--- config.mk ---
export PLATFORM = sky130hd
export DESIGN_NAME = sync_len_crc16_frame_receiver_unit_flat
export DESIGN_NICKNAME = d
export VERILOG_FILES = /design/src/rtl/core/slcfr_pkg.sv /design/src/rtl/core/slcfr_channels.sv /design/src/rtl/core/slcfr_crc_step.sv /design/src/rtl/core/slcfr_cfg_regs.sv /design/src/rtl/core/slcfr_parser.sv /design/src/rtl/core/slcfr_out_reg.sv /design/src/rtl/core/sync_len_crc16_frame_receiver_unit.sv /design/src/flat_wrapper.sv
export SDC_FILE = /design/constraint.sdc
export NUM_CORES = 1
export LEC_CHECK = 0
export BUFFER_PORTS_ARGS = -buffer_cell sky130_fd_sc_hd__buf_2
export CORE_ASPECT_RATIO = 1.2
export CORE_MARGIN = 5
export CORE_UTILIZATION = 49
export DETAILED_ROUTE_END_ITERATION = 10
export PLACE_DENSITY_LB_ADDON = 0.1
export SETUP_SLACK_MARGIN = 0.5
export SYNTH_ARGS = -nofsm -noshare
export SYNTH_HDL_FRONTEND = slang
export SYNTH_HIERARCHICAL = 1
export SYNTH_SLANG_ARGS = --single-unit
--- constraint.sdc ---
create_clock -name clk -period 2.8 [get_ports clk]
set_input_delay 0.28 -clock clk [delete_from_list [all_inputs] [get_ports clk]]
set_output_delay 0.28 -clock clk [all_outputs]
set_load 0.1 [all_outputs]
--- src/rtl/core/slcfr_pkg.sv ---
// ----------------------------------------------------------------------------
// slcfr_pkg
// Shared types and constants for the sync/length/CRC-16 frame receiver.
// ----------------------------------------------------------------------------
package slcfr_pkg;

    localparam logic [7:0]  FRAME_SYNC    = 8'hA5;
    localparam logic [15:0] CRC_POLY      = 16'h1021;
    localparam logic [15:0] CRC_INIT      = 16'hFFFF;
    localparam logic [15:0] CRC_TOP       = 16'h8000;
    localparam logic [7:0]  DEFAULT_LIMIT = 8'd160;

    localparam int CFG_INDEX_W = 8;

    localparam logic [CFG_INDEX_W-1:0] REG_MAX_PAYLOAD   = 8'd0;
    localparam logic [CFG_INDEX_W-1:0] REG_DELIVER_LIMIT = 8'd1;

    localparam logic KIND_DATA = 1'b0;
    localparam logic KIND_END  = 1'b1;

    typedef enum logic [1:0] {
        ST_OK       = 2'd0,
        ST_BAD_SYNC = 2'd1,
        ST_LEN_HIGH = 2'd2,
        ST_CRC_BAD  = 2'd3
    } status_t;

    typedef enum logic [4:0] {
        PH_IDLE    = 5'b00001,
        PH_LENGTH  = 5'b00010,
        PH_PAYLOAD = 5'b00100,
        PH_CRCLO   = 5'b01000,
        PH_CRCHI   = 5'b10000
    } phase_t;

    typedef struct packed {
        logic       kind;
        logic [7:0] data_byte;
        logic [7:0] position;
        status_t    status;
        logic [7:0] delivered_count;
    } result_t;

endpackage

--- src/rtl/core/slcfr_channels.sv ---
// ----------------------------------------------------------------------------
// slcfr channels
// Valid/ready channel interfaces for received bytes, results and register
// writes.
// ----------------------------------------------------------------------------
interface slcfr_rx_if;
    logic       valid;
    logic       ready;
    logic       restart;
    logic [7:0] rx_byte;

    modport source (output valid, output restart, output rx_byte, input ready);
    modport sink   (input valid, input restart, input rx_byte, output ready);
endinterface

interface slcfr_res_if;
    logic                 valid;
    logic                 ready;
    logic                 kind;
    logic [7:0]           data_byte;
    logic [7:0]           position;
    slcfr_pkg::status_t   status;
    logic [7:0]           delivered_count;

    modport source (output valid, output kind, output data_byte, output position,
                    output status, output delivered_count, input ready);
    modport sink   (input valid, input kind, input data_byte, input position,
                    input status, input delivered_count, output ready);
endinterface

interface slcfr_cfg_if;
    logic                              valid;
    logic                              ready;
    logic [slcfr_pkg::CFG_INDEX_W-1:0] index;
    logic [7:0]                        data;

    modport source (output valid, output index, output data, input ready);
    modport sink   (input valid, input index, input data, output ready);
endinterface

--- src/rtl/core/slcfr_crc_step.sv ---
// ----------------------------------------------------------------------------
// slcfr_crc_step
// One byte of CRC-16 CCITT update, polynomial 0x1021, MSB first.
// ----------------------------------------------------------------------------
module slcfr_crc_step
(
    input  logic [15:0] crc_in,
    input  logic [7:0]  data_in,
    output logic [15:0] crc_out
);

    always_comb
    begin
        logic [15:0] acc;
        acc = crc_in ^ {data_in, 8'h00};
        for (int k = 0; k < 8; k++)
        begin
            if ((acc & slcfr_pkg::CRC_TOP) != 16'h0000)
            begin
                acc = {acc[14:0], 1'b0} ^ slcfr_pkg::CRC_POLY;
            end
            else
            begin
                acc = {acc[14:0], 1'b0};
            end
        end
        crc_out = acc;
    end

endmodule

--- src/rtl/core/slcfr_cfg_regs.sv ---
// ----------------------------------------------------------------------------
// slcfr_cfg_regs
// Maximum length and delivery limit registers, written over the config channel.
// ----------------------------------------------------------------------------
module slcfr_cfg_regs
(
    input  logic              clk,
    input  logic              rst_n,
    slcfr_cfg_if.sink         cfg,
    output logic [7:0]        max_payload,
    output logic [7:0]        deliver_limit
);

    logic [7:0] max_payload_reg;
    logic [7:0] deliver_limit_reg;

    assign cfg.ready     = 1'b1;
    assign max_payload   = max_payload_reg;
    assign deliver_limit = deliver_limit_reg;

    always_ff @(posedge clk or negedge rst_n)
    begin
        if (!rst_n)
        begin
            max_payload_reg   <= slcfr_pkg::DEFAULT_LIMIT;
            deliver_limit_reg <= slcfr_pkg::DEFAULT_LIMIT;
        end
        else if (cfg.valid && cfg.ready)
        begin
            unique case (cfg.index)
                slcfr_pkg::REG_MAX_PAYLOAD:   max_payload_reg   <= cfg.data;
                slcfr_pkg::REG_DELIVER_LIMIT: deliver_limit_reg <= cfg.data;
                default:                      ;
            endcase
        end
    end

endmodule

--- src/rtl/core/slcfr_parser.sv ---
// ----------------------------------------------------------------------------
// slcfr_parser
// Frame phase tracking, CRC accumulation and result generation per item.
// ----------------------------------------------------------------------------
module slcfr_parser
(
    input  logic                clk,
    input  logic                rst_n,
    input  logic                accept,
    input  logic                restart,
    input  logic [7:0]          rx_byte,
    input  logic [7:0]          max_payload,
    input  logic [7:0]          deliver_limit,
    output logic                emit,
    output slcfr_pkg::result_t  result
);

    slcfr_pkg::phase_t phase_reg, phase_next;
    logic [15:0]       crc_reg, crc_next;
    logic [7:0]        len_reg, len_next;
    logic [7:0]        idx_reg, idx_next;
    logic [7:0]        low_reg, low_next;

    logic [15:0]       crc_base;
    logic [15:0]       crc_step;
    logic [7:0]        idx_inc;

    assign crc_base = restart ? slcfr_pkg::CRC_INIT : crc_reg;
    assign idx_inc  = idx_reg + 8'd1;

    slcfr_crc_step u_crc
    (
        .crc_in  (crc_base),
        .data_in (rx_byte),
        .crc_out (crc_step)
    );

    always_comb
    begin
        phase_next = phase_reg;
        crc_next   = crc_reg;
        len_next   = len_reg;
        idx_next   = idx_reg;
        low_next   = low_reg;
        emit       = 1'b0;
        result     = '{kind: slcfr_pkg::KIND_END, data_byte: 8'h00, position: 8'h00,
                       status: slcfr_pkg::ST_OK, delivered_count: 8'h00};

        if (restart)
        begin
            len_next = 8'h00;
            idx_next = 8'h00;
            low_next = 8'h00;
            if (rx_byte != slcfr_pkg::FRAME_SYNC)
            begin
                crc_next      = slcfr_pkg::CRC_INIT;
                emit          = 1'b1;
                result.status = slcfr_pkg::ST_BAD_SYNC;
                phase_next    = slcfr_pkg::PH_IDLE;
            end
            else
            begin
                crc_next   = crc_step;
                phase_next = slcfr_pkg::PH_LENGTH;
            end
        end
        else
        begin
            unique case (phase_reg)
                slcfr_pkg::PH_LENGTH:
                begin
                    len_next = rx_byte;
                    if (rx_byte > max_payload)
                    begin
                        emit          = 1'b1;
                        result.status = slcfr_pkg::ST_LEN_HIGH;
                        phase_next    = slcfr_pkg::PH_IDLE;
                    end
                    else
                    begin
                        crc_next   = crc_step;
                        idx_next   = 8'h00;
                        phase_next = (rx_byte == 8'h00) ? slcfr_pkg::PH_CRCLO
                                                        : slcfr_pkg::PH_PAYLOAD;
                    end
                end
                slcfr_pkg::PH_PAYLOAD:
                begin
                    crc_next = crc_step;
                    if (idx_reg < deliver_limit)
                    begin
                        emit             = 1'b1;
                        result.kind      = slcfr_pkg::KIND_DATA;
                        result.data_byte = rx_byte;
                        result.position  = idx_reg;
                    end
                    idx_next = idx_inc;
                    if (idx_inc >= len_reg)
                    begin
                        phase_next = slcfr_pkg::PH_CRCLO;
                    end
                end
                slcfr_pkg::PH_CRCLO:
                begin
                    low_next   = rx_byte;
                    phase_next = slcfr_pkg::PH_CRCHI;
                end
                slcfr_pkg::PH_CRCHI:
                begin
                    emit       = 1'b1;
                    phase_next = slcfr_pkg::PH_IDLE;
                    if ({rx_byte, low_reg} != crc_reg)
                    begin
                        result.status = slcfr_pkg::ST_CRC_BAD;
                    end
                    else
                    begin
                        result.delivered_count = (len_reg < deliver_limit) ? len_reg
                                                                           : deliver_limit;
                    end
                end
                default:
                begin
                    phase_next = slcfr_pkg::PH_IDLE;
                end
            endcase
        end
    end

    always_ff @(posedge clk or negedge rst_n)
    begin
        if (!rst_n)
        begin
            phase_reg <= slcfr_pkg::PH_IDLE;
            crc_reg   <= slcfr_pkg::CRC_INIT;
            len_reg   <= 8'h00;
            idx_reg   <= 8'h00;
            low_reg   <= 8'h00;
        end
        else if (accept)
        begin
            phase_reg <= phase_next;
            crc_reg   <= crc_next;
            len_reg   <= len_next;
            idx_reg   <= idx_next;
            low_reg   <= low_next;
        end
    end

endmodule

--- src/rtl/core/slcfr_out_reg.sv ---
// ----------------------------------------------------------------------------
// slcfr_out_reg
// Result register driving the result channel.
// ----------------------------------------------------------------------------
module slcfr_out_reg
(
    input  logic                clk,
    input  logic                rst_n,
    input  logic                load,
    input  slcfr_pkg::result_t  result,
    output logic                free,
    slcfr_res_if.source         res
);

    logic               valid_reg;
    slcfr_pkg::result_t data_reg;

    assign free                = !valid_reg || res.ready;
    assign res.valid           = valid_reg;
    assign res.kind            = data_reg.kind;
    assign res.data_byte       = data_reg.data_byte;
    assign res.position        = data_reg.position;
    assign res.status          = data_reg.status;
    assign res.delivered_count = data_reg.delivered_count;

    always_ff @(posedge clk or negedge rst_n)
    begin
        if (!rst_n)
        begin
            valid_reg <= 1'b0;
        end
        else if (load)
        begin
            valid_reg <= 1'b1;
        end
        else if (res.ready)
        begin
            valid_reg <= 1'b0;
        end
    end

    // hold payload until a new item replaces it
    always_ff @(posedge clk)
    begin
        if (load)
        begin
            data_reg <= result;
        end
    end

endmodule

--- src/rtl/core/sync_len_crc16_frame_receiver_unit.sv ---
// ----------------------------------------------------------------------------
// sync_len_crc16_frame_receiver_unit
// Deframer for sync 0xA5 / length / payload / CRC-16 CCITT frames.
// ----------------------------------------------------------------------------
// Takes one received byte per clock cycle. Each item is decoded in the cycle
// it is accepted and its result, if any, appears in the result register on
// the next cycle, and the unit sustains a throughput of one item per
// cycle; the input stalls only while a result sits unread in the result
// register. Payload bytes below the delivery limit stream out as they arrive
// and must be dropped by the consumer if the frame-end status is not ok.
// Register writes take effect at once and belong between frames.
// ----------------------------------------------------------------------------
module sync_len_crc16_frame_receiver_unit
(
    input  logic        clk,
    input  logic        rst_n,
    slcfr_rx_if.sink    rx,
    slcfr_res_if.source res,
    slcfr_cfg_if.sink   cfg
);

    logic               accept;
    logic               free;
    logic               emit;
    slcfr_pkg::result_t result;
    logic [7:0]         max_payload;
    logic [7:0]         deliver_limit;

    assign rx.ready = free;
    assign accept   = rx.valid && free;

    slcfr_cfg_regs u_cfg
    (
        .clk           (clk),
        .rst_n         (rst_n),
        .cfg           (cfg),
        .max_payload   (max_payload),
        .deliver_limit (deliver_limit)
    );

    slcfr_parser u_parser
    (
        .clk           (clk),
        .rst_n         (rst_n),
        .accept        (accept),
        .restart       (rx.restart),
        .rx_byte       (rx.rx_byte),
        .max_payload   (max_payload),
        .deliver_limit (deliver_limit),
        .emit          (emit),
        .result        (result)
    );

    slcfr_out_reg u_out
    (
        .clk    (clk),
        .rst_n  (rst_n),
        .load   (accept && emit),
        .result (result),
        .free   (free),
        .res    (res)
    );

endmodule

--- src/flat_wrapper.sv ---
// flat-port wrapper written by rule: the top's interface ports become plain ports
module sync_len_crc16_frame_receiver_unit_flat 
  (clk, rst_n, rx_valid, rx_restart, rx_rx_byte, rx_ready, res_valid, res_kind, res_data_byte, res_position, res_status, res_delivered_count, res_ready, cfg_valid, cfg_index, cfg_data, cfg_ready);
  slcfr_rx_if rx_i ();
  slcfr_res_if res_i ();
  slcfr_cfg_if cfg_i ();
  input  logic clk;
  input  logic rst_n;
  input wire logic [$bits(rx_i.valid)-1:0] rx_valid;
  input wire logic [$bits(rx_i.restart)-1:0] rx_restart;
  input wire logic [$bits(rx_i.rx_byte)-1:0] rx_rx_byte;
  output wire logic [$bits(rx_i.ready)-1:0] rx_ready;
  output wire logic [$bits(res_i.valid)-1:0] res_valid;
  output wire logic [$bits(res_i.kind)-1:0] res_kind;
  output wire logic [$bits(res_i.data_byte)-1:0] res_data_byte;
  output wire logic [$bits(res_i.position)-1:0] res_position;
  output wire logic [$bits(res_i.status)-1:0] res_status;
  output wire logic [$bits(res_i.delivered_count)-1:0] res_delivered_count;
  input wire logic [$bits(res_i.ready)-1:0] res_ready;
  input wire logic [$bits(cfg_i.valid)-1:0] cfg_valid;
  input wire logic [$bits(cfg_i.index)-1:0] cfg_index;
  input wire logic [$bits(cfg_i.data)-1:0] cfg_data;
  output wire logic [$bits(cfg_i.ready)-1:0] cfg_ready;
  assign rx_i.valid = rx_valid;
  assign rx_i.restart = rx_restart;
  assign rx_i.rx_byte = rx_rx_byte;
  assign rx_ready = rx_i.ready;
  assign res_valid = res_i.valid;
  assign res_kind = res_i.kind;
  assign res_data_byte = res_i.data_byte;
  assign res_position = res_i.position;
  assign res_status = res_i.status;
  assign res_delivered_count = res_i.delivered_count;
  assign res_i.ready = res_ready;
  assign cfg_i.valid = cfg_valid;
  assign cfg_i.index = cfg_index;
  assign cfg_i.data = cfg_data;
  assign cfg_ready = cfg_i.ready;
  sync_len_crc16_frame_receiver_unit u_core (.clk(clk), .rst_n(rst_n), .rx(rx_i), .res(res_i), .cfg(cfg_i));
endmodule
-- Word level (Yosys, flattened, before mapping)
Index checks and enable logic that the tools add are counted.
- output and inout port bits: 30
- logic and storage cells: 98
- flip-flop bits (word level): 89
- bits of input ports: 30
- bitwise gates (word level): 12
- magnitude comparators: 4
- reduce and logical (&&, ||, !) cells: 19
- equality and inequality tests: 9
- add/subtract/negate cells: 1
- multiplexer cells: 40
- operator list (operator ; number):
    $mux 13 ; 8
    $mux 16 ; 4
    $mux 8 ; 7
    $pmux 16 s2 ; 1
    $not 3->3 ; 8
    $mux 17 ; 1
    $logic_not 8->1 ; 2
    $lt 8x8->1 ; 2
    $ne 16x16->1 ; 1
    $pmux 8 s2 ; 1
    $xor 16x16->16 ; 1
    $pmux 5 s3 ; 1
    $mux 5 ; 2
    $reduce_and 2->1 ; 5
    $add 8x1->8 const B ; 1
    $eq 8x1->1 const B ; 1
    $ge 8x8->1 ; 1
    $gt 8x8->1 ; 1
    $mux 2 ; 4
    $mux 4 ; 2
    $ne 8x8->1 const B ; 1
    $mux 1 ; 7
    $ne 3x3->1 const B ; 2
    $reduce_bool 2->1 ; 3
    14 further kinds ; 18

-- Logic depth before layout (Yosys ltp)
Gate-level depths: netlist of the first run.
- word-level depth: 21
- gate-level depth with buffers: 10
- gate-level depth less buffers: 10

-- Modules after synthesis
The synthesis of the first run kept the hierarchy.
- modules (own cells, without submodules) (module ; cells each ; seq. area each (µm²) ; area each (µm²) ; instances):
    slcfr_parser ; 351 ; 1147.4 ; 3338.2 ; 1
    slcfr_out_reg ; 30 ; 835.8 ; 858.3 ; 1
    slcfr_cfg_regs ; 40 ; 405.4 ; 675.6 ; 1
    slcfr_crc_step ; 25 ; 0.0 ; 391.6 ; 1
    sync_len_crc16_frame_receiver_unit ; 2 ; 0.0 ; 12.5 ; 1

-- Least setup slack after synthesis of the first run
Ideal clock, no wire load.
- path type: reg2reg
- from: reg u_core.u_cfg.max_payload_reg[7], in the netlist u_core/u_cfg/max_payload[7]
- to: reg u_core.u_out.data_reg, in the netlist u_core/u_out/res.data_byte[0], enable pin
- buffers on the path: 0
- library setup time: 387 ps
- required time: 2413 ps
- stages on the path, launching flop included: 9
- slack: -43 ps
- data arrival time: 2456 ps
- period minus slack after synthesis: 2843 ps
- path through: dfstp_2 -> inv_1 -> ha_1 -> nand4_1 -> a21o_1 -> a2111o_1 -> nand2_1 -> or3_1 -> and3_1
- cells in the longest elaborated chain, start to end: 5
- RTL lines (item ; line ; text):
    start: declaration ; slcfr_cfg_regs.sv:14 ; logic [7:0] max_payload_reg;
    start signal: assignment ; slcfr_cfg_regs.sv:25 ; max_payload_reg <= slcfr_pkg::DEFAULT_LIMIT;
    start signal: assignment ; slcfr_cfg_regs.sv:31 ; slcfr_pkg::REG_MAX_PAYLOAD: max_payload_reg <= cfg.data;
    $gt 8x8->1 ; slcfr_parser.sv:73 ; if (rx_byte > max_payload)
    $mux 1 ; slcfr_parser.sv:73 ;
    $pmux 1 s3 ; slcfr_parser.sv:69 ; unique case (phase_reg)
    $mux 1 ; slcfr_parser.sv:49 ; if (restart)
    named net u_core.emit ; sync_len_crc16_frame_receiver_unit.sv:24 ; logic emit;
    $logic_and 1x1->1 ; sync_len_crc16_frame_receiver_unit.sv:58 ; .load (accept && emit),
    end signal: assignment ; slcfr_out_reg.sv:47 ; data_reg <= result;
    end: declaration ; slcfr_out_reg.sv:16 ; slcfr_pkg::result_t data_reg;
The timed path passes the listed nets, and every way through them passes these cells.
A chain may end at the register's enable or synchronous reset.

-- Final worst setup path of the first run
- from: reg u_core.u_cfg.max_payload_reg[5], in the netlist u_core/u_cfg/max_payload[5]
- to: reg u_core.u_out.data_reg, in the netlist u_core/u_out/res.data_byte[2], enable pin
Same word-level chain as after synthesis.

==> impl_metrics.tcl, run 1 <==
set metrics [dict create \
    status "completed" \
    drtIter0Drc 141 \
    die_h_um 124 \
    grt_antenna_before_repair 0 \
    synth_fp_nets 509 \
    power_switching_mw 1.01 \
    place_hpwl_mm 9.15 \
    arrival_ns 2.51 \
    fin_crit_sh_pct 88.2 \
    netlist-cell-type-count 60 \
    clock_latency_ns 0.34 \
    crit_buf_inv 1 \
    ant_nets 0 \
    numPortBuffers 58 \
    whs_ns 0.00465 \
    slew_viol_final 0 \
    cp_top_family "simple AND/OR/NAND/NOR gates" \
    largest_reg_flops 16 \
    rrSetupSlack_ns 0.33 \
    core_sq_um 10500 \
    vias 3661 \
    intPower_mw 2.43 \
    clock_skew_ns 0.00815 \
    grt_setup_unrepaired "yes" \
    h-tree-depth 3 \
    synth-compound-area-share_pct 9.46 \
    initial_utilization_pct 50.2 \
    diodes 0 \
    crit_chain "inv_2 -> ha_4 -> nand4_1 -> a21o_1 -> a2111o_1 -> nand2_1 -> or3_4 -> and3_4" \
    final_nets 589 \
    synth_seq_cells 89 \
    postSynth.asyncResetShare_pct 69.7 \
    synth_adder_area_share_pct 7.35 \
    clockPowerShare_pct 32.4 \
    clockBufferDepth 2 \
    rows 41 \
    synthXorXnorAreaFrac_pct 11.2 \
    cts_hold_buf 0 \
    synth-edff-count 27 \
    syn_avg_cell_area_sq_um 11.8 \
    synth_ff_type "dfrtp_1" \
    cellLeakagePower_nw 2.73 \
    grt_max_degree 36 \
    gp_congestion 0.814 \
    globalRouteOverflowTotal 0 \
    mappedNetlistArea_sq_um 5280 \
    n_fill_cell 865 \
    ir_worst_vdd_mv 0.279 \
    yosys.area_share.simple_pct 13.8 \
    drc 0 \
    syn2layout_area_growth_pct 19.9 \
    final_hold_viol_count 0 \
    seq_power_share_pct 44.1 \
    track_usage_pct 20.5 \
    power_mw 3.44 \
    die-area_sq_um 13000 \
    cp-start-kind "flip-flop" \
    dr.pass1.iters 4 \
    cp_max_fo 7 \
    p_sw_share_pct 29.4 \
    end_kind "flip-flop" \
    max_freq_ghz 0.405 \
    critical_path_class "flip-flop to flip-flop" \
    finalSetupTns_ns 0 \
    maxSlewHeadroom_pct 50.4 \
    wirelength_mm 12.9 \
    worst_ep_required_time_ns 2.84 \
    setup_viol 0 \
    post_dp_cell_area_sq_um 5770 \
    synth_top_family_by_area "simple AND/OR/NAND/NOR gates" \
    ys_warn_count 6 \
    first_global_vias 3788 \
    final.min_clock_period_ns 2.47 \
    final_cell_area_sq_um 6330 \
    muxShareOfSynthArea_pct 9.08 \
    cts.sinks 89 \
    grt_pass1_wl_mm 20.5 \
    path_clk_slew_ns 0.06 \
    wl_per_cell_um 19.4 \
    ios 60 \
    cts_tree "built" \
    crit_path_top_delay_cell "dfstp_2" \
    slowest_delay_ns 0.54 \
    power_frac_comb_pct 23.5 \
    max-cap-violations 0 \
    hp-class "input pin to asynchronous set/reset pin" \
    die_w_um 105 \
    viasPerCell 5.53 \
    power_density_nw_per_um2 543 \
    cts-root-buf "clkbuf_16" \
    drive_gt1_share_pct 38.8 \
    seq_area_frac_synth_pct 45.3 \
    cts_inserted_buffers 9 \
    worst_pin_slew_ns 0.744 \
    syn_inst 448 \
]
## path summary, 6_finish.rpt
check	from	to	depth (start not counted)
setup / recovery	u_core/u_cfg/max_payload[5]$_DFFE_PN1P_	u_core/u_out/res.data_byte[2]$_DFFE_PP_	8
min in group clk	cfg_data[6]	u_core/u_cfg/deliver_limit[6]$_DFFE_PN0P_	2
setup reg to reg	u_core/u_cfg/max_payload[5]$_DFFE_PN1P_	u_core/u_out/res.data_byte[2]$_DFFE_PP_	8
hold / removal	rst_n	u_core/u_out/res.valid$_DFFE_PN0P_	1
max in group asynchronous	rst_n	u_core/u_cfg/deliver_limit[7]$_DFFE_PN1P_	2
hold reg to reg	u_core/u_cfg/max_payload[2]$_DFFE_PN0P_	u_core/u_cfg/max_payload[2]$_DFFE_PN0P_	1
## logic make-up (layout without fill, tap and decap cells)
group,after synthesis,after routing
and+or+nand+nor,125,128
DFF,89,89
AOI/OAI and AO/OA,68,68
xor gates and xnor gates,47,47
buffers and inverters,46,128
muxes,41,41
adders and majority gates,31,31
other,1,1
## through the flow
stage,worst slack (ns),cells,util (%)
2_1_floorplan,0.443,448,-
3_3_place_gp,0.194,630,54.8
3_5_place_dp,0.110,630,54.8
6_report,0.329,662,60.2
5_1_grt,0.279,662,60.2
4_1_cts,0.346,660,59.3
## synth_stat cells (5+ instances only)
master	count	area share, %
nor2_1	18	1.3
xnor3_1	5	2.1
nor2b_1	10	1.2
nand2b_1	6	0.71
mux2_2	23	4.9
clkbuf_1	8	0.57
and2_1	17	2.0
edfxtp_1	27	15
o22a_1	12	2.0
a21o_1	8	1.1
inv_1	30	2.1
xor2_1	22	3.7
mux2_4	8	2.3
dfstp_2	21	10
ha_1	31	7.4
nor4_1	7	0.83
dfrtp_1	41	19
a21oi_1	10	0.95
o21ai_0	13	1.2
nand2_1	21	1.5
a32o_1	5	0.95
xnor2_1	11	1.8
mux2i_1	10	1.9
or2_2	16	1.9
## power by group through the flow
stage | registers (mW) | logic, mW | clock network (mW)
2_1_floorplan | 1.63 | 0.456 | 0
3_3_place_gp | 1.54 | 0.726 | 0
3_5_place_dp | 1.54 | 0.738 | 0
4_1_cts | 1.52 | 0.805 | 1.14
5_1_grt | 1.53 | 0.870 | 1.20
6_report | 1.52 | 0.808 | 1.11
## layer usage
| metal | part of all wire (%) | global-route usage, % |
|---|---|---|
| met2 | 52 | 36.0 |
| met5 | 0 | 0 |
| met1 | 42 | 25.8 |
| met3 | 3.4 | 2.95 |
| met4 | 2.1 | 7.99 |
## area by class of cell
class	instances	area (sq um)	area share, %
inverter	30	113	1.78
multi-input combinational	316	2890	45.7
timing repair buffer	82	495	7.83
clock inverter	5	31.3	0.494
tap	129	161	2.55
sequential	89	2390	37.8
clock buffer	11	243	3.84
## placed cells by master (no fill, tap or decap), drive strengths merged, types with 10 or more instances in the layout
cell    Yosys  layout
xnor2      16      16
a21oi      10      10
edfxtp     27      27
xor2       22      22
nor2b      10      10
nand2      21      21
dfrtp      41      41
or2        16      16
clkbuf      8      11
buf         8      82
mux2i      10      10
and2       17      17
mux2       31      31
dfstp      21      21
nor2       18      18
ha         31      31
o22a       12      12
o21ai      14      14
inv        30      30
## timing repair
| action | in CTS | in global routing |
|---|---|---|
| pin swaps | 13 | 9 |
| endpoints found under the setup margin | 60 | 65 |
| gates cloned | 3 | 0 |
| setup buffers | 11 | 2 |
| resized for setup | 19 | 12 |
Note: power is estimated with default switching activity, not from simulation.
==> inputs of run 2 (changes only) <==
Settings changed: CORE_UTILIZATION 49 to 55, CTS_BUF_LIST from default to sky130_fd_sc_hd__clkbuf_2.
==> impl_metrics.tcl, run 2 (synthesis gave the netlist of run 1 again) <==
set metrics [dict create \
    status "completed" \
    grt_max_degree 36 \
    max-cap-violations 0 \
    worst_pin_slew_ns 0.712 \
    final.min_clock_period_ns 2.50 \
    mostFrequentLayoutCell "buf_2" \
    power_mw 2.92 \
    vias 3737 \
    power_density_nw_per_um2 463 \
    slew_viol_final 0 \
    gp_congestion 0.881 \
    final_hold_viol_count 0 \
    cts_inserted_buffers 9 \
    final_cell_mix "buf_2 (58), dfrtp_1 (36), buf_4 (32)" \
    rows 39 \
    numPortBuffers 58 \
    track_usage_pct 23.2 \
    reg2reg_to "u_core/u_out/res.data_byte[5]$_DFFE_PP_" \
    min_to "u_core/u_out/res.valid$_DFFE_PN0P_" \
    critical_path_class "flip-flop to flip-flop" \
    finalSetupTns_ns 0 \
    ant_nets 0 \
    reg2reg_from "u_core/u_cfg/max_payload[7]$_DFFE_PN1P_" \
    cellLeakagePower_nw 2.75 \
    die-area_sq_um 11700 \
    drc 0 \
    cts_tree "built" \
    maxSlewHeadroom_pct 52.4 \
    setup_viol 0 \
    final_nets 609 \
    hold_path.startpoint "res_ready" \
    dr.pass1.iters 5 \
    place_inst 625 \
    h-tree-depth 3 \
    path_clk_slew_ns 0.23 \
    rrSetupSlack_ns 0.30 \
    grt_setup_unrepaired "yes" \
    clockBufferDepth 2 \
    ir_worst_vdd_mv 0.314 \
    arrival_ns 2.76 \
    initial_utilization_pct 55.7 \
    grt_antenna_before_repair 0 \
    largest_reg_flops 16 \
    diodes 0 \
    clock_skew_ns 0.0481 \
    drive_gt1_share_pct 40.1 \
    fin_crit_sh_pct 89.4 \
    wl_per_cell_um 19.0 \
    cp_max_fo 7 \
    core_sq_um 9470 \
    min_delay_path_depth 3 \
    clock_latency_ns 0.56 \
    first_global_vias 3915 \
    syn2layout_area_growth_pct 19.6 \
    final_cell_count_no_fill 676 \
    cts.sinks 89 \
    max_freq_ghz 0.399 \
    viasPerCell 5.53 \
    wirelength_mm 12.9 \
    die_w_um 99.4 \
    end_kind "flip-flop" \
    drtIter0Drc 166 \
    grt_pass1_wl_mm 20.5 \
    worst_ep_required_time_ns 3.06 \
    ios 60 \
    cp-start-kind "flip-flop" \
    post_dp_cell_area_sq_um 5750 \
    hp-class "input pin to flip-flop" \
    r2r_cells 8 \
    final_cell_area_sq_um 6310 \
    place_hpwl_mm 9.00 \
    globalRouteOverflowTotal 0 \
    die_h_um 117 \
    cts-root-buf "clkbuf_2" \
]
-- run 2: how the worst max path moves through the flow --
| stage | startpoint | slack, ns | to | depth (start not counted) |
|---|---|---|---|---|
| after floorplan | u_core/u_parser/phase_reg[1]$_DFFE_PN0P_ | 0.44 | u_core/u_out/res.data_byte[0]$_DFFE_PP_ | 5 |
| after CTS | u_core/u_cfg/max_payload[1]$_DFFE_PN0P_ | 0.27 | u_core/u_out/res.data_byte[5]$_DFFE_PP_ | 9 |
| after global routing | u_core/u_cfg/max_payload[1]$_DFFE_PN0P_ | 0.18 | u_core/u_out/res.valid$_DFFE_PN0P_ | 10 |
| final | u_core/u_cfg/max_payload[7]$_DFFE_PN1P_ | 0.30 | u_core/u_out/res.data_byte[5]$_DFFE_PP_ | 8 |
| after detailed placement | u_core/u_cfg/max_payload[5]$_DFFE_PN1P_ | 0.1 | u_core/u_parser/crc_reg[15]$_DFFE_PN1P_ | 8 |
| after global placement | u_core/u_cfg/max_payload[7]$_DFFE_PN1P_ | 0.22 | u_core/u_parser/crc_reg[5]$_DFFE_PN1P_ | 8 |
-- run 2: layout make-up --
class,count,area (sq um)
fill,746,3160
multi-input combinational,316,2900
sequential,89,2400
timing repair buffer,102,654
tap,123,154
inverter,30,113
clock buffer,10,50.0
clock inverter,6,41.3
-- run 2: what timing repair did --
action | in CTS | in global routing
endpoints found under the hold margin | 50 | 0
pin swaps | 14 | 9
hold buffers | 9 | 0
buffers inserted | 16 | 7
gates cloned | 3 | 0
gates resized for setup | 25 | 14
setup endpoints to repair | 58 | 62
-- run 2: report_power, final --
group,leakage [nW],internal (mW),switching (mW),total [mW]
sequential,1.02,1.44,0.0747,1.52
clock,0.0642,0.124,0.455,0.580
combinational,1.66,0.373,0.450,0.823
-- run 2: critical path: stages (launching register included) --
cell and delay, ns:
dfstp_2 0.58, inv_1 0.04, ha_1 0.30, nand4_1 0.14
a21o_1 0.20, a2111o_1 0.41, nand2_1 0.09, or3_4 0.18
and3_4 0.28
-- run 2: through the flow --
| step | utilization, % | hold slack, ns | setup WS, ns |
|---|---|---|---|
| CTS | 65.3 | 0.0186 | 0.274 |
| finish | 66.7 | 0.0864 | 0.297 |
| floorplan | - | -0.0156 | 0.443 |
| global route | 66.7 | 0.0296 | 0.180 |
| detailed placement | 60.8 | 0.219 | 0.0958 |
| global placement | 60.8 | 0.216 | 0.216 |
-- run 2: metal layers --
metal  track usage, %  vias up  part of all wire [%]
li1                 -     1806                     -
met1             27.9     1823                    41
met2             41.1       83                    53
met3             3.97       25                   3.4
met4             10.0        0                   2.7
met5                0        -                     0
==> inputs of run 3 (changes only) <==
--- a/config.mk
+++ b/config.mk
@@ -10,3 +10,3 @@
 export CORE_MARGIN = 5
-export CORE_UTILIZATION = 55
+export CORE_UTILIZATION = 34
 export CTS_BUF_LIST = sky130_fd_sc_hd__clkbuf_2
==> constraint.sdc (replaced) <==
create_clock -name clk -period 2.8 [get_ports clk]
set_input_delay 0.14 -clock clk [delete_from_list [all_inputs] [get_ports clk]]
set_output_delay 0.14 -clock clk [all_outputs]
set_load 0.1 [all_outputs]
==> impl_metrics.tcl, run 3 (synthesis gave the netlist of run 1 again) <==
set metrics [dict create \
    wl_met1_mm 6.00 \
    viasPerCell 4.80 \
    final_util_pct 42.7 \
    cp-start-kind "flip-flop" \
    ant_nets 0 \
    fin_crit_sh_pct 87.3 \
    initial_utilization_pct 34.1 \
    crit_start "u_core/u_cfg/max_payload[7]$_DFFE_PN1P_" \
    track_usage_pct 16.1 \
    finalSetupTns_ns 0 \
    final_cell_mix "buf_2 (58), dfrtp_1 (38), buf_4 (29)" \
    clock_skew_ns 0.0358 \
    worst_ep_required_time_ns 3.17 \
    cts-root-buf "clkbuf_2" \
    drtIter0Drc 164 \
    max_freq_ghz 0.409 \
    first_global_vias 3956 \
    die-area_sq_um 18100 \
    clockBufferDepth 2 \
    final_nets 619 \
    grt_setup_unrepaired "yes" \
    arrival_ns 2.81 \
    reg2reg_from "u_core/u_cfg/max_payload[7]$_DFFE_PN1P_" \
    die_w_um 124 \
    power_mw 3.17 \
    slew_viol_final 0 \
    worst_pin_slew_ns 0.864 \
    clock_latency_ns 0.59 \
    place_hpwl_mm 9.86 \
    core_sq_um 15500 \
    numPortBuffers 58 \
    final_hold_viol_count 0 \
    drive_gt1_share_pct 39.3 \
    p_sw_share_pct 32.1 \
    intPower_mw 2.15 \
    mostFrequentLayoutCell "buf_2" \
    dr.pass1.iters 4 \
    power_switching_mw 1.02 \
    ios 60 \
    place_inst 713 \
    cts_inserted_buffers 9 \
    gp_congestion 0.827 \
    largest_reg_flops 16 \
    grt_pass1_wl_mm 22.0 \
    power_density_nw_per_um2 481 \
    final.min_clock_period_ns 2.44 \
    hold_path.startpoint "cfg_index[7]" \
    hp-class "input pin to flip-flop" \
    path_clk_slew_ns 0.28 \
    status "completed" \
    cts_tree "built" \
    whs_ns 0.0776 \
    cts.sinks 89 \
    seq_power_share_pct 47.9 \
    max-cap-violations 0 \
    n_fill_cell 1534 \
    vias 3708 \
    critical_path_class "flip-flop to flip-flop" \
    end_kind "flip-flop" \
    route.met3.wl_um 390 \
    wirelength_mm 13.9 \
    clockPowerShare_pct 25.2 \
    grt_max_degree 63 \
    die_h_um 146 \
    cellLeakagePower_nw 2.81 \
    maxSlewHeadroom_pct 42.4 \
    cp_max_fo 8 \
    drc 0 \
    power_frac_comb_pct 26.9 \
    grt_antenna_before_repair 1 \
    h-tree-depth 3 \
    rows 50 \
    syn2layout_area_growth_pct 25.0 \
    ir_worst_vdd_mv 0.203 \
    wl_met2_mm 7.21 \
    setup_viol 0 \
    wl_per_cell_um 18.0 \
    globalRouteOverflowTotal 0 \
    routed.top_layer "met4" \
    final_cell_count_no_fill 772 \
]
[run 3: power by group through the flow]
stage	Sequential (mW)	Clock [mW]	Combinational, mW
floorplan	1.63	0	0.455
global placement	1.54	0	0.740
detailed placement	1.54	0	0.744
CTS	1.52	0.841	0.841
global route	1.53	0.886	0.927
finish	1.52	0.798	0.855
[run 3: metrics by stage]
stage | cell area, sq um | worst slack, ns
after floorplan | 5310 | 0.443
after CTS | 6440 | 0.347
after global routing | 6600 | 0.265
after detailed placement | 5880 | 0.181
final | 6600 | 0.355
after global placement | 5880 | 0.228
[run 3: metal layers]
| layer | GRT usage [%] | vias to the layer above |
|---|---|---|
| li1 | - | 1821 |
| met1 | 20.1 | 1813 |
| met2 | 27.2 | 56 |
| met3 | 2.87 | 18 |
| met4 | 6.09 | 0 |
| met5 | 0 | - |
[run 3: repair_timing]
item / in CTS / in global routing
pin swaps: 14 / 13
hold endpoints to repair: 67 / 0
gates cloned: 2 / 0
setup buffers: 16 / 6
endpoints found under the setup margin: 57 / 65
resized for setup: 15 / 24
hold buffers: 18 / 0
[run 3: worst max-delay path, cell delays in order (launching register included)]
cell and delay, ns:
dfstp_2 0.60, inv_2 0.05, ha_4 0.26, nand4_1 0.14, a21o_1 0.20, a2111o_1 0.39, nand2_1 0.09, or3_4 0.14
and3_4 0.21, buf_12 0.13
[run 3: area by class of cell]
cell class | instances | area [sq um] | share of cell area, %
antenna | 1 | 2.50 | 0.0379
tap | 208 | 260 | 3.95
clock inverter | 7 | 101 | 1.54
multi-input combinational | 315 | 2880 | 43.7
inverter | 30 | 113 | 1.71
clock buffer | 9 | 45.0 | 0.683
timing repair buffer | 113 | 796 | 12.1
sequential | 89 | 2390 | 36.3
[run 3: final timing paths]
kind / to / slack, ns / cells past startpoint
worst min register to register: u_core/u_cfg/max_payload[4]$_DFFE_PN0P_ / 0.55 / 1
worst min-delay path: u_core/u_cfg/max_payload[6]$_DFFE_PN0P_ / 0.08 / 4
worst max register to register: u_core/u_out/res.position[7]$_DFFE_PP_ / 0.36 / 9
worst max-delay path: u_core/u_out/res.position[7]$_DFFE_PP_ / 0.36 / 9
min in group asynchronous: u_core/u_out/res.valid$_DFFE_PN0P_ / 0.20 / 3
max in group asynchronous: u_core/u_parser/low_reg[4]$_DFFE_PN0P_ / 1.98 / 3
